**config.mk**
```make
export PLATFORM = sky130hd
export DESIGN_NAME = can_payload_mask_matcher_core_flat
export DESIGN_NICKNAME = d
export VERILOG_FILES = /design/src/rtl/cpmm_pkg.sv /design/src/rtl/cpmm_ifs.sv /design/src/rtl/can_payload_mask_matcher_core.sv /design/src/flat_wrapper.sv
export SDC_FILE = /design/constraint.sdc
export NUM_CORES = 1
export LEC_CHECK = 0
export BUFFER_PORTS_ARGS = -buffer_cell sky130_fd_sc_hd__buf_4
export CAP_MARGIN = 20
export CELL_PAD_IN_SITES_DETAIL_PLACEMENT = 0
export CELL_PAD_IN_SITES_GLOBAL_PLACEMENT = 2
export CORE_ASPECT_RATIO = 0.6
export CORE_MARGIN = 1
export CORE_UTILIZATION = 41
export CTS_CLUSTER_SIZE = 25
export DETAILED_ROUTE_END_ITERATION = 10
export PLACE_DENSITY = 0.84
export SLEW_MARGIN = 5
export SYNTH_ARGS = -nofsm -noshare
export SYNTH_HDL_FRONTEND = slang
export SYNTH_SLANG_ARGS = --single-unit
```
**constraint.sdc**
```tcl
create_clock -name clk -period 17.6 [get_ports clk]
set_input_delay 0.88 -clock clk [delete_from_list [all_inputs] [get_ports clk]]
set_output_delay 0.88 -clock clk [all_outputs]
set_load 0.02 [all_outputs]
```
**src/rtl/cpmm_pkg.sv**
```systemverilog
`timescale 1ns / 1ps
`default_nettype none
// ---------------------------------------------------------------------------
// cpmm_pkg
// Types and constants of the CAN payload mask matcher.
// ---------------------------------------------------------------------------
package cpmm_pkg;

  localparam int unsigned KIND_W    = 3;
  localparam int unsigned VALUE_W   = 29;
  localparam int unsigned TIME_W    = 63;
  localparam int unsigned PAYLOAD_W = 64;
  localparam int unsigned LEN_W     = 4;
  localparam int unsigned BYTE_W    = 8;
  localparam int unsigned CFG_IDX_W = 2;

  typedef logic [KIND_W-1:0]    kind_t;
  typedef logic [VALUE_W-1:0]   value_t;
  typedef logic [TIME_W-1:0]    stamp_t;
  typedef logic [PAYLOAD_W-1:0] payload_t;
  typedef logic [LEN_W-1:0]     len_t;
  typedef logic [CFG_IDX_W-1:0] cfg_idx_t;

  // Symbol kinds; anything else counts as "other"
  localparam kind_t KIND_SOF  = 3'd1;
  localparam kind_t KIND_ID   = 3'd2;
  localparam kind_t KIND_DLC  = 3'd3;
  localparam kind_t KIND_DATA = 3'd4;

  // Register indexes on the configuration port
  localparam cfg_idx_t REG_TARGET_ID       = 2'd0;
  localparam cfg_idx_t REG_PAYLOAD_MASK    = 2'd1;
  localparam cfg_idx_t REG_PAYLOAD_PATTERN = 2'd2;

  typedef enum logic [1:0] {
    PH_IDLE = 2'd0,
    PH_LEN  = 2'd1,
    PH_DATA = 2'd2
  } phase_t;

endpackage : cpmm_pkg
`default_nettype wire

```
**src/rtl/cpmm_ifs.sv**
```systemverilog
`timescale 1ns / 1ps
`default_nettype none
// ---------------------------------------------------------------------------
// cpmm channel interfaces
// Symbol input, result output and register write channels.
// ---------------------------------------------------------------------------
interface cpmm_sym_if
  import cpmm_pkg::*;
  ();
  logic   valid;
  logic   ready;
  kind_t  symbol_kind;
  value_t symbol_value;
  stamp_t symbol_time;

  modport source (output valid, output symbol_kind, output symbol_value,
                  output symbol_time, input ready);
  modport sink   (input valid, input symbol_kind, input symbol_value,
                  input symbol_time, output ready);
endinterface : cpmm_sym_if

interface cpmm_res_if
  import cpmm_pkg::*;
  ();
  logic   valid;
  logic   ready;
  stamp_t frame_time;
  logic   matched;

  modport source (output valid, output frame_time, output matched, input ready);
  modport sink   (input valid, input frame_time, input matched, output ready);
endinterface : cpmm_res_if

interface cpmm_cfg_if
  import cpmm_pkg::*;
  ();
  logic     valid;
  logic     ready;
  cfg_idx_t index;
  payload_t data;

  modport source (output valid, output index, output data, input ready);
  modport sink   (input valid, input index, input data, output ready);
endinterface : cpmm_cfg_if
`default_nettype wire

```
**src/rtl/can_payload_mask_matcher_core.sv**
```systemverilog
`timescale 1ns / 1ps
`default_nettype none
// ---------------------------------------------------------------------------
// can_payload_mask_matcher_core
// A symbol word is taken into the symbol register and moves on through the
// state step into the result register. Throughput: one symbol word per cycle
// while the result register is free or is being emptied. Reset (rst_n
// low, sync) empties both registers, returns to idle and clears the config
// registers.
// ---------------------------------------------------------------------------
module can_payload_mask_matcher_core
  import cpmm_pkg::*;
(
  input  wire        clk,
  input  wire        rst_n,
  cpmm_sym_if.sink   in_sym,
  cpmm_res_if.source out_res,
  cpmm_cfg_if.sink   cfg_wr
);

  // -------------------------------------------------------------------------
  // Configuration registers. Writes land whenever offered; the port never
  // stalls. Unknown indexes are dropped.
  // -------------------------------------------------------------------------
  value_t   target_id_r;
  payload_t payload_mask_r;
  payload_t payload_pattern_r;

  assign cfg_wr.ready = 1'b1;

  always_ff @(posedge clk) begin
    if (!rst_n) begin
      target_id_r       <= '0;
      payload_mask_r    <= '0;
      payload_pattern_r <= '0;
    end else if (cfg_wr.valid) begin
      case (cfg_wr.index)
        REG_TARGET_ID:       target_id_r       <= cfg_wr.data[VALUE_W-1:0];
        REG_PAYLOAD_MASK:    payload_mask_r    <= cfg_wr.data;
        REG_PAYLOAD_PATTERN: payload_pattern_r <= cfg_wr.data;
        default: ;
      endcase
    end
  end

  // -------------------------------------------------------------------------
  // Symbol register. A held word advances into the state step whenever the
  // result register is free or is being emptied this cycle, so a new word
  // may be taken in the same cycle that the previous one moves on.
  // -------------------------------------------------------------------------
  logic   sym_vld_r;
  kind_t  sym_kind_r;
  value_t sym_value_r;
  stamp_t sym_time_r;

  logic   out_vld_r;
  stamp_t out_time_r;
  logic   out_match_r;

  logic   step_go;
  logic   in_take;

  assign step_go      = sym_vld_r && (!out_vld_r || out_res.ready);
  assign in_sym.ready = !sym_vld_r || step_go;
  assign in_take      = in_sym.valid && in_sym.ready;

  always_ff @(posedge clk) begin
    if (!rst_n) begin
      sym_vld_r <= 1'b0;
    end else if (in_take) begin
      sym_vld_r <= 1'b1;
    end else if (step_go) begin
      sym_vld_r <= 1'b0;
    end
  end

  // Payload of the symbol register: no reset needed
  always_ff @(posedge clk) begin
    if (in_take) begin
      sym_kind_r  <= in_sym.symbol_kind;
      sym_value_r <= in_sym.symbol_value;
      sym_time_r  <= in_sym.symbol_time;
    end
  end

  // -------------------------------------------------------------------------
  // Frame tracking state
  // -------------------------------------------------------------------------
  phase_t   phase_r,   phase_nxt;
  payload_t acc_r,     acc_nxt;
  len_t     left_r,    left_nxt;
  stamp_t   stamp_r,   stamp_nxt;

  logic     res_fire;
  logic     res_match;
  payload_t acc_shift;
  len_t     left_dec;

  // Shift the new byte in at the bottom; earlier bytes move towards the top
  assign acc_shift = {acc_r[PAYLOAD_W-BYTE_W-1:0], sym_value_r[BYTE_W-1:0]};
  assign left_dec  = left_r - len_t'(1);

  always_comb begin
    phase_nxt = phase_r;
    acc_nxt   = acc_r;
    left_nxt  = left_r;
    stamp_nxt = stamp_r;
    res_fire  = 1'b0;
    res_match = ((acc_shift & payload_mask_r) == payload_pattern_r);

    case (phase_r)
      PH_LEN: begin
        // Wait for the length code; ignore anything else but a start of frame
        if (sym_kind_r == KIND_DLC) begin
          left_nxt  = sym_value_r[LEN_W-1:0];
          // Empty frame: back to idle without a result
          phase_nxt = (sym_value_r[LEN_W-1:0] == '0) ? PH_IDLE : PH_DATA;
        end
      end
      PH_DATA: begin
        if (sym_kind_r == KIND_DATA) begin
          acc_nxt  = acc_shift;
          left_nxt = left_dec;
          if (left_dec == '0) begin
            res_fire  = 1'b1;
            phase_nxt = PH_IDLE;
          end
        end else begin
          // Any non-data symbol aborts the frame
          phase_nxt = PH_IDLE;
        end
      end
      default: begin
        // Idle (and the unused encoding): look for the target identifier
        phase_nxt = PH_IDLE;
        if (sym_kind_r == KIND_ID && sym_value_r == target_id_r) begin
          stamp_nxt = sym_time_r;
          acc_nxt   = '0;
          phase_nxt = PH_LEN;
        end
      end
    endcase

    // Start of frame always drops back to idle
    if (sym_kind_r == KIND_SOF) begin
      phase_nxt = PH_IDLE;
    end
  end

  always_ff @(posedge clk) begin
    if (!rst_n) begin
      phase_r <= PH_IDLE;
      left_r  <= '0;
    end else if (step_go) begin
      phase_r <= phase_nxt;
      left_r  <= left_nxt;
    end
  end

  // Payload and stamp are always written by an identifier before use
  always_ff @(posedge clk) begin
    if (step_go) begin
      acc_r   <= acc_nxt;
      stamp_r <= stamp_nxt;
    end
  end

  // -------------------------------------------------------------------------
  // Result register. Hold a result until the sink takes it; a step that
  // gives no result simply leaves the register empty.
  // -------------------------------------------------------------------------
  always_ff @(posedge clk) begin
    if (!rst_n) begin
      out_vld_r <= 1'b0;
    end else if (step_go) begin
      out_vld_r <= res_fire;
    end else if (out_res.ready) begin
      out_vld_r <= 1'b0;
    end
  end

  always_ff @(posedge clk) begin
    if (step_go && res_fire) begin
      out_time_r  <= stamp_r;
      out_match_r <= res_match;
    end
  end

  assign out_res.valid      = out_vld_r;
  assign out_res.frame_time = out_time_r;
  assign out_res.matched    = out_match_r;

endmodule : can_payload_mask_matcher_core
`default_nettype wire

```
**src/flat_wrapper.sv**
```systemverilog
// flat-port wrapper written by rule: the top's interface ports become plain ports
module can_payload_mask_matcher_core_flat import cpmm_pkg::*;
  (clk, rst_n, in_sym_valid, in_sym_symbol_kind, in_sym_symbol_value, in_sym_symbol_time, in_sym_ready, out_res_valid, out_res_frame_time, out_res_matched, out_res_ready, cfg_wr_valid, cfg_wr_index, cfg_wr_data, cfg_wr_ready);
  cpmm_sym_if in_sym_i ();
  cpmm_res_if out_res_i ();
  cpmm_cfg_if cfg_wr_i ();
  input  wire clk;
  input  wire rst_n;
  input wire logic [$bits(in_sym_i.valid)-1:0] in_sym_valid;
  input wire logic [$bits(in_sym_i.symbol_kind)-1:0] in_sym_symbol_kind;
  input wire logic [$bits(in_sym_i.symbol_value)-1:0] in_sym_symbol_value;
  input wire logic [$bits(in_sym_i.symbol_time)-1:0] in_sym_symbol_time;
  output wire logic [$bits(in_sym_i.ready)-1:0] in_sym_ready;
  output wire logic [$bits(out_res_i.valid)-1:0] out_res_valid;
  output wire logic [$bits(out_res_i.frame_time)-1:0] out_res_frame_time;
  output wire logic [$bits(out_res_i.matched)-1:0] out_res_matched;
  input wire logic [$bits(out_res_i.ready)-1:0] out_res_ready;
  input wire logic [$bits(cfg_wr_i.valid)-1:0] cfg_wr_valid;
  input wire logic [$bits(cfg_wr_i.index)-1:0] cfg_wr_index;
  input wire logic [$bits(cfg_wr_i.data)-1:0] cfg_wr_data;
  output wire logic [$bits(cfg_wr_i.ready)-1:0] cfg_wr_ready;
  assign in_sym_i.valid = in_sym_valid;
  assign in_sym_i.symbol_kind = in_sym_symbol_kind;
  assign in_sym_i.symbol_value = in_sym_symbol_value;
  assign in_sym_i.symbol_time = in_sym_symbol_time;
  assign in_sym_ready = in_sym_i.ready;
  assign out_res_valid = out_res_i.valid;
  assign out_res_frame_time = out_res_i.frame_time;
  assign out_res_matched = out_res_i.matched;
  assign out_res_i.ready = out_res_ready;
  assign cfg_wr_i.valid = cfg_wr_valid;
  assign cfg_wr_i.index = cfg_wr_index;
  assign cfg_wr_i.data = cfg_wr_data;
  assign cfg_wr_ready = cfg_wr_i.ready;
  can_payload_mask_matcher_core u_core (.clk(clk), .rst_n(rst_n), .in_sym(in_sym_i), .out_res(out_res_i), .cfg_wr(cfg_wr_i));
endmodule
```
Word level (Yosys, flattened, before mapping) --
Index checks and enable logic that the tools add are counted.
Cells by class: add/subtract/negate cells 1, equality and inequality tests 14, mux-type cells 20, bitwise logic cells 3, reductions and logical operators 23
Operators with widths (number):
- $mux W56 | 2
- $pmux W56 S2 | 1
- $and A64 B64 Y64 | 1
- $eq A64 B64 Y1 | 1
- $eq A29 B29 Y1 | 1
- $mux W2 | 5
- $logic_not A4 Y1 | 2
- $mux W1 | 8
- $mux W4 | 2
- $pmux W4 S2 | 1
- $reduce_and A4 Y1 | 2
- $reduce_bool A2 Y1 | 4
- $eq A3 B2 Y1 const B | 2
- $reduce_and A2 Y1 | 3
- $reduce_and A3 Y1 | 2
- $eq A2 B1 Y1 const B | 2
- $eq A2 B2 Y1 const B | 2
- $logic_and A1 B1 Y1 | 4
- $ne A2 B1 Y1 const B | 2
- $ne A4 B4 Y1 const B | 1
- $pmux W2 S2 | 1
- $sub A4 B1 Y4 const B | 1
- $eq A3 B1 Y1 const B | 1
- $eq A3 B3 Y1 const B | 1
- 6 further kinds | 9
Storage, ports and cells: register bits 443, output and inout port bits 67

Depth between registers and ports, before layout --
Gate-level depths: netlist of run 1.
word-level depth 6, gate-level depth with buffers 7, depth with buffers taken out 7

Least setup slack after synthesis of run 1 --
No wires, ideal clock.
kind in2reg, start point input port out_res_ready, end point register u_core.out_time_r[0] (netlist: u_core.out_res.frame_time[0]), enable pin, data arrival time 7.955 ns, setup slack 8.975 ns, cell stages on the path 4, cells stage by stage nor2b_1 -> nand2b_1 -> clkbuf_1 -> nor4b_1
On the way: cells in the longest elaborated chain, start to end 3
Ends and longest elaborated chain:
- from (decl) | RTL line flat_wrapper.sv:17 | input wire logic [$bits(out_res_i.ready)-1:0] out_res_ready;
- $logic_or A1 B1 Y1 | RTL line can_payload_mask_matcher_core.sv:63 | assign step_go = sym_vld_r && (!out_vld_r || out_res.ready);
- $logic_and A1 B1 Y1 | RTL line can_payload_mask_matcher_core.sv:63
- $logic_and A1 B1 Y1 | RTL line can_payload_mask_matcher_core.sv:183 | if (step_go && res_fire) begin
- to (signal assigned) | RTL line can_payload_mask_matcher_core.sv:184 | out_time_r <= stamp_r;
- to (decl) | RTL line can_payload_mask_matcher_core.sv:57 | stamp_t out_time_r;
No other way between the ends. A chain may end at the register's enable or synchronous reset.

Final worst setup path of run 1 --
start point register u_core.sym_value_r[1], end point register u_core.acc_r[13], enable pin
On the way: cells in the longest elaborated chain, start to end 4
Ends and longest elaborated chain:
- from (decl) | RTL line can_payload_mask_matcher_core.sv:53 | value_t sym_value_r;
- from (signal assigned) | RTL line can_payload_mask_matcher_core.sv:81 | sym_value_r <= in_sym.symbol_value;
- $eq A29 B29 Y1 | RTL line can_payload_mask_matcher_core.sv:136 | if (sym_kind_r == KIND_ID && sym_value_r == target_id_r) begin
- $logic_and A1 B1 Y1 | RTL line can_payload_mask_matcher_core.sv:136
- $reduce_bool A2 Y1 (no line)
- $reduce_and A4 Y1 (no line)
- to (signal assigned) | RTL line can_payload_mask_matcher_core.sv:163 | acc_r <= acc_nxt;
- to (decl) | RTL line can_payload_mask_matcher_core.sv:90 | payload_t acc_r, acc_nxt;
No other way between the ends.

==> flow_summary.yaml, run 1 <==
min_path:
  holdCritPathClass: "flop to flop"
  hold_path.startpoint: "u_core.sym_time_r[14]"
finish:
  drive_gt1_frac: 0.2035
  stdcell_area_sq_um: 19760
  nFillCells: 3340
  mostFrequentLayoutCell: "nand2_1"
  diodes: 0
  syn_to_final_growth_pct: 21.92
  final_nets: 1687
  layout_common_cells: "nand2_1 (386), edfxtp_1 (278), buf_4 (241)"
timing:
  maxSlewViolCount: 0
  tightest_slew_ns: 1.061
  post-route-period-util: 0.1926
  skew_ns: 0.01616
  fin_crit_ns: 3.390
  hold_violations: 0
  whs_ns: 0.4127
  setup_viol: 0
  slew_headroom: 0.2924
  grt_setup_unrepaired: "no"
  max_freq_ghz: 0.2950
  setup-tns-final_ns: 0
critical_path:
  cp.arrival_ns: 3.55
  cpLargestDelayFamily: "simple AND/OR/NAND/NOR gates"
  critPathKind: "flop to flop"
  startpoint_type: "flop"
  path_buf_inv: 1
  cp-end-kind: "flop"
  cp_slowest_cell: "or4_4"
  path_cells: "xor2_1 > nor4_1 > nand4_1 > or4_4 > o41ai_4 > buf_4"
  crit_path_max_fanout: 56
  reg2reg_from: "u_core.sym_value_r[1]"
  worstSetupStartpoint: "u_core.sym_value_r[1]"
  max_stage_delay_ns: 0.66
  crit_required_ns: 17.76
drt:
  drt_iter0_markers: 775
  drc: 0
  vias: 10110
  antenna_left: 0
  avgViaCountPerCell: 4.904
  drt-wirelength-per-cell_um: 19.83
  totalWireLength_um: 40870
  first_pass_iters: 5
cts:
  cts_setup_buffers: 0
  worstSkewPairLatency_ns: 0.55
  ctsHoldBuffers: 0
  cts_sinks: 443
  cts_buffers: 41
  cts.repair.resized: 0
  clk_pin_slew_ns: 0.06
  cts_max_level: 2
  cts_root_buffer: "clkbuf_16"
  cts-root-to-sink-buffers: 3
  cts_tree: "built"
power_and_ir_drop:
  p_leak_nw: 6.964
  p_per_area_nw_per_um2: 106.9
  vdd_drop_max_mv: 0.05168
global_route:
  grt_pass1_wl_um: 60170
  busiest_layer: "met1"
  grt_util_met3: 0.03395
  antenna_found_initial: 0
  grtUsageTotal: 0.1996
  grt_pass1_vias: 9760
  grt_use_met2: 0.2878
  grt.overflow.total: 0
  grt_max_degree: 89
  grtUsageMet1: 0.3095
placed_design:
  placed_area_sq_um: 18460
  numPortBuffers: 231
  hpwlAfterDp_um: 27000
  routabilityCongestion: 0.7966
logic_synthesis:
  yosys.area_share.simple: 0.1351
  ys_types: 49
  ys_ff_latch: 443
  syn_area_per_cell_sq_um: 12.52
  yosysWarnings: 0
  synthXorXnorAreaFrac: 0.05027
  ys_seq_area_frac: 0.7191
  synth_nets: 1464
  ys_async_sr_fraction: 0
  synthCells: 1294
  ys.flop_type: "edfxtp_1"
  synth_edf_count: 278
  synth_compound_area_frac: 0.07467
  synth_area_sq_um: 16200
  muxShareOfSynthArea: 0.001313
  synth_top_family_by_area: "simple AND/OR/NAND/NOR gates"
  synthAdderAreaFrac: 0.003089
floorplan:
  die_w_um: 258.6
  core_sq_um: 38330
  num_rows: 55
  die_area_sq_um: 40340
  die_h_um: 156.0
  start_util: 0.4227
  io_pins: 233
run:
  max_cap_viol_count: 0
outcome:
  outcome: "finished clean"
-- power by group --
part / switching, mW / leakage [nW] / internal [mW] / total [mW]
clock: 0.382 / 0.636 / 0.484 / 0.865
combinational: 0.0565 / 2.40 / 0.0463 / 0.103
sequential: 0.0143 / 3.92 / 1.13 / 1.14
-- per-stage QoR --
stage / setup slack [ns] / cells / util / power [mW]
finish: 14.21 / 2061 / 0.5154 / 2.113
global route: 14.07 / 2061 / 0.5154 / 2.187
CTS: 14.23 / 2061 / 0.5154 / 2.132
detailed placement: 14.26 / 1987 / 0.4816 / 1.270
global placement: 14.33 / 1987 / 0.4816 / 1.268
floorplan: 8.975 / 1294 / - / 1.211
-- cell type report --
type                    count  area, sq um  share of cell area
well taps                 513        641.9             0.03249
inverters                   8        30.03            0.001520
repair buffers            241         1809             0.09158
clock buffers              50         1121             0.05675
flip-flops and latches    443        11650              0.5898
multi-input cells         782         4329              0.2191
clock inverters            24        172.7            0.008740
-- metal layers --
layer  part of all wire  up-vias
met5                  0        -
met4              0.019        0
met3              0.054       57
met2               0.43      256
met1               0.49     4912
li1                   -     4882
-- cell usage after synthesis (all sizes together), types with 2 or more instances --
master  instances  area, sq um
clkbuf         46        172.7
a21oi          68        340.3
xor2           25        219.0
dfxtp         165         3303
nor3            3        15.01
or3             2        12.51
nor2            3        11.26
o21a            2        15.01
xnor2          68        595.6
nor2b           3        18.77
nand3b          2        15.01
inv             8        30.03
a21boi         96        720.7
o21ai           3        15.01
and2           57        357.8
ha              4        50.05
buf            15        60.06
or4             2        20.02
nand4           5        31.28
nand2b          3        18.77
nor4b           2        17.52
nor4           24        162.7
nand3           3        15.01
nand2         386         1449
edfxtp        278         8348
and3b           2        17.52
-- state kept, by name, indices dropped and copies added, names as in the netlist --
signal	count
u_core.sym_vld_r	1
u_core.payload_pattern_r	64
u_core.stamp_r	63
u_core.acc_r	56
u_core.out_res.frame_time	63
u_core.target_id_r	29
u_core.payload_mask_r	64
u_core.left_r	4
u_core.out_res.valid	1
u_core.out_res.matched	1
u_core.sym_value_r	29
u_core.sym_time_r	63
u_core.phase_r	2
u_core.sym_kind_r	3
-- logic make-up (layout without fill, tap and decap cells) --
group | after synthesis | count (layout)
fa+ha+maj | 4 | 4
simple gates | 500 | 500
flops | 443 | 443
mux | 2 | 2
compound gates | 182 | 182
xor+xnor | 93 | 93
buf+inv | 69 | 323
other cells | 1 | 1
-- path summary, 6_finish.rpt --
check	end	slack, ns	depth (start not counted)
setup / recovery	u_core.acc_r[13]	14.21	6
hold / removal	u_core.stamp_r[14]	0.41	0
setup reg to reg	u_core.acc_r[13]	14.21	6
hold reg to reg	u_core.stamp_r[14]	0.41	0
No activity file was read; power rests on OpenSTA's default activity.
==> inputs of run 2 (changes only) <==
--- a/config.mk
+++ b/config.mk
@@ -5,16 +5,17 @@
 export SDC_FILE = /design/constraint.sdc
 export NUM_CORES = 1
 export LEC_CHECK = 0
+export ABC_AREA = 1
 export BUFFER_PORTS_ARGS = -buffer_cell sky130_fd_sc_hd__buf_4
 export CAP_MARGIN = 20
 export CELL_PAD_IN_SITES_DETAIL_PLACEMENT = 0
 export CELL_PAD_IN_SITES_GLOBAL_PLACEMENT = 2
 export CORE_ASPECT_RATIO = 0.6
 export CORE_MARGIN = 1
-export CORE_UTILIZATION = 41
+export CORE_UTILIZATION = 37
 export CTS_CLUSTER_SIZE = 25
 export DETAILED_ROUTE_END_ITERATION = 10
-export PLACE_DENSITY = 0.84
+export PLACE_DENSITY = 0.8
 export SLEW_MARGIN = 5
 export SYNTH_ARGS = -nofsm -noshare
 export SYNTH_HDL_FRONTEND = slang
==> constraint.sdc (replaced) <==
create_clock -name clk -period 3.3 [get_ports clk]
set_input_delay 0.165 -clock clk [delete_from_list [all_inputs] [get_ports clk]]
set_output_delay 0.165 -clock clk [all_outputs]
set_load 0.02 [all_outputs]
==> run 2 against run 1 <==
  * The run now ends with DRC left
  * Die area up 12%
  * Cell count up 22%
  * Routed wire length up 5.8%
  * Hold slack worse by 0.19 ns
  * Utilization fell by 1.6 points
  * Clock power grew to 5.5 times the previous value
  * Clock-buffer cell count rose by 5
  * Critical endpoint is now u_core.acc_r[31]
  * Setup slack worse by 13 ns
==> flow_summary.yaml, run 2 <==
power_and_ir_drop:
  clkPwrFrac: 0.408
  swShare: 0.2207
  seqPwrFrac: 0.526
  power.switching_mw: 2.561
  p_per_area_nw_per_um2: 533.6
  p_int_mw: 9.046
  pwr-share-comb: 0.066
  vdd_drop_max_mv: 0.2881
  p_leak_nw: 9.090
drt:
  drt_iter0_markers: 802
  first_pass_iters: 8
  drt-wirelength-per-cell_um: 17.13
  avgViaCountPerCell: 4.570
  antenna_left: 0
  drc: 8
  totalWireLength_um: 43250
  vias: 11540
cts:
  cts.repair.resized: 0
  cts-root-to-sink-buffers: 3
  cts_max_level: 2
  clk_pin_slew_ns: 0.07
  cts_sinks: 443
  cts_buffers: 42
  cts_tree: "built"
  cts_root_buffer: "clkbuf_16"
  worstSkewPairLatency_ns: 0.56
timing:
  max_freq_ghz: 0.4309
  final.setup.worst_slack_ns: 0.9790
  fin_crit_ns: 2.321
  slew_headroom: 0.3748
  maxSlewViolCount: 0
  setup_viol: 0
  grt_setup_unrepaired: "no"
  skew_ns: 0.02445
  setup-tns-final_ns: 0
  post-route-period-util: 0.7033
  tightest_slew_ns: 0.9378
  hold_violations: 0
logic_synthesis:
  synth_area_sq_um: 16400
  synth_top_area_frac: 0.5090
  synth_area_leaders: "edfxtp_1 (51%), dfxtp_1 (20%), nor2_1 (7.4%)"
  ys_seq_area_frac: 0.7105
  yosysWarnings: 0
  synth_common_cells: "nor2_1 (324), edfxtp_1 (278), nand2_1 (252)"
  synth_top_cell_by_area: "edfxtp_1"
  ys_async_sr_fraction: 0
  ys_ff_latch: 443
  synth_nets: 1687
  synthCells: 1517
  ys_types: 30
  synth.most_common_cell: "nor2_1"
  ys.flop_type: "edfxtp_1"
  syn_area_per_cell_sq_um: 10.81
  synth_edf_count: 278
critical_path:
  reg2regPathDepth: 10
  cp-end-kind: "flop"
  cp.arrival_ns: 2.53
  path_common_cell: "nand2_1"
  max_stage_delay_ns: 0.51
  crit_required_ns: 3.51
  path_cells: "nand2_1 > nand2_1 > nor2_1 > nand2_1 > nor2_1 > nand2_1 > nor2_2 > o21ai_0 > nor2_4 > buf_12"
  startpoint_type: "flop"
  critPathKind: "flop to flop"
  cp_slowest_cell: "edfxtp_1"
  crit_path_max_fanout: 56
global_route:
  grt.overflow.total: 0
  grt_max_degree: 80
  grt_pass1_wl_um: 66150
  antenna_found_initial: 2
  grt_pass1_vias: 11260
  grtUsageTotal: 0.1929
placed_design:
  routabilityCongestion: 0.8520
  numPortBuffers: 231
  detailedPlace.worstSlack_ns: 1.017
  hpwlAfterDp_um: 28540
finish:
  layout_common_cells: "nor2_1 (321), edfxtp_1 (278), nand2_1 (251)"
  multi_input_area_sq_um: 4049
  syn_to_final_growth_pct: 32.65
  register_area_sq_um: 11650
  final_nets: 2081
  reg.largest.list: "u_core.payload_mask_r x64, u_core.payload_pattern_r x64"
  nFillCells: 3951
  mostFrequentLayoutCell: "nor2_1"
  drive_gt1_frac: 0.1682
  final_util: 0.4995
floorplan:
  num_rows: 59
  io_pins: 233
  core_sq_um: 43550
  die_area_sq_um: 45200
  die_h_um: 165.1
  die_w_um: 273.8
  start_util: 0.3765
min_path:
  holdCritPathClass: "input pin to flop"
  whs_path_depth: 3
run:
  max_cap_viol_count: 0
outcome:
  violations: "DRC"
  outcome: "finished, violations left"
run 2: cell count changes after synthesis, moves of 9 or more:
cell      previous run  this run
nor3_1               3        12
clkbuf_1            46        37
and2_1              56         0
nor4_1              22         0
buf_1               14         2
inv_1                8       126
a21boi_0            96         0
o21ai_0              3       164
nand2_1            386       252
nor2_1               3       324
buf_2                0        17
a21oi_1             68        32
xnor2_1             68        39
run 2: worst paths after layout:
kind | from | end | slack, ns
setup / recovery | u_core.sym_value_r[0] | u_core.acc_r[31] | 0.98
hold / removal | rst_n | u_core.target_id_r[24] | 0.22
hold reg to reg | u_core.sym_time_r[16] | u_core.stamp_r[16] | 0.41
setup reg to reg | u_core.sym_value_r[0] | u_core.acc_r[31] | 0.98
run 2: critical path: cells and delay by family (launching register included):
family / cells / cell delay, ns
flops: 1 / 0.51
buf+inv: 1 / 0.28
compound gates: 1 / 0.16
simple gates: 8 / 0.98
run 2: metal layers:
layer | global-route usage | routed length [um]
met1 | 0.2949 | 22020
met3 | 0.02993 | 1737
met4 | 0.03758 | 585
met2 | 0.2885 | 18890
met5 | 0 | 14
run 2: timing repair:
action,4_1_cts,5_1_grt
hold buffers,161,0
setup buffers,0,0
hold endpoints to repair,253,0
run 2: cell type report:
class                           count  area share
Sequential cell                   443      0.5356
Antenna cell                        1   0.0001150
Multi-Input combinational cell    887      0.1861
Clock inverter                     22    0.009030
Clock buffer                       55     0.05148
Timing Repair Buffer              407      0.1618
Inverter                          130     0.02255
Tap cell                          579     0.03330
run 2: kinds of logic (layout without fill, tap and decap cells):
| family | Yosys count | after routing | synth area share |
|---|---|---|---|
| and+or+nand+nor | 621 | 621 | 0.1480 |
| xor gates and xnor gates | 60 | 60 | 0.03204 |
| other | 1 | 2 | 0.0002287 |
| AOI/OAI and AO/OA | 201 | 201 | 0.06188 |
| DFF | 443 | 443 | 0.7105 |
| adders and majority gates | 4 | 4 | 0.003052 |
| buffers and inverters | 187 | 614 | 0.04433 |
run 2: power by group through the flow:
stage	clock (mW)	combinational, mW	sequential [mW]
6_report	4.73	0.770	6.11
5_1_grt	5.08	0.851	6.12
4_1_cts	4.84	0.777	6.10
3_5_place_dp	0	0.608	6.23
3_3_place_gp	0	0.603	6.22
2_1_floorplan	0	0.298	6.21
run 2: stage by stage:
step	hold slack [ns]	power [mW]	cell area [sq um]	cells
CTS	0.2144	11.73	21750	2523
floorplan	0.2639	6.504	16400	1517
global route	0.2547	12.05	21750	2524
detailed placement	0.3445	6.834	18820	2285
global placement	0.3437	6.821	18820	2285
finish	0.2204	11.61	21750	2524
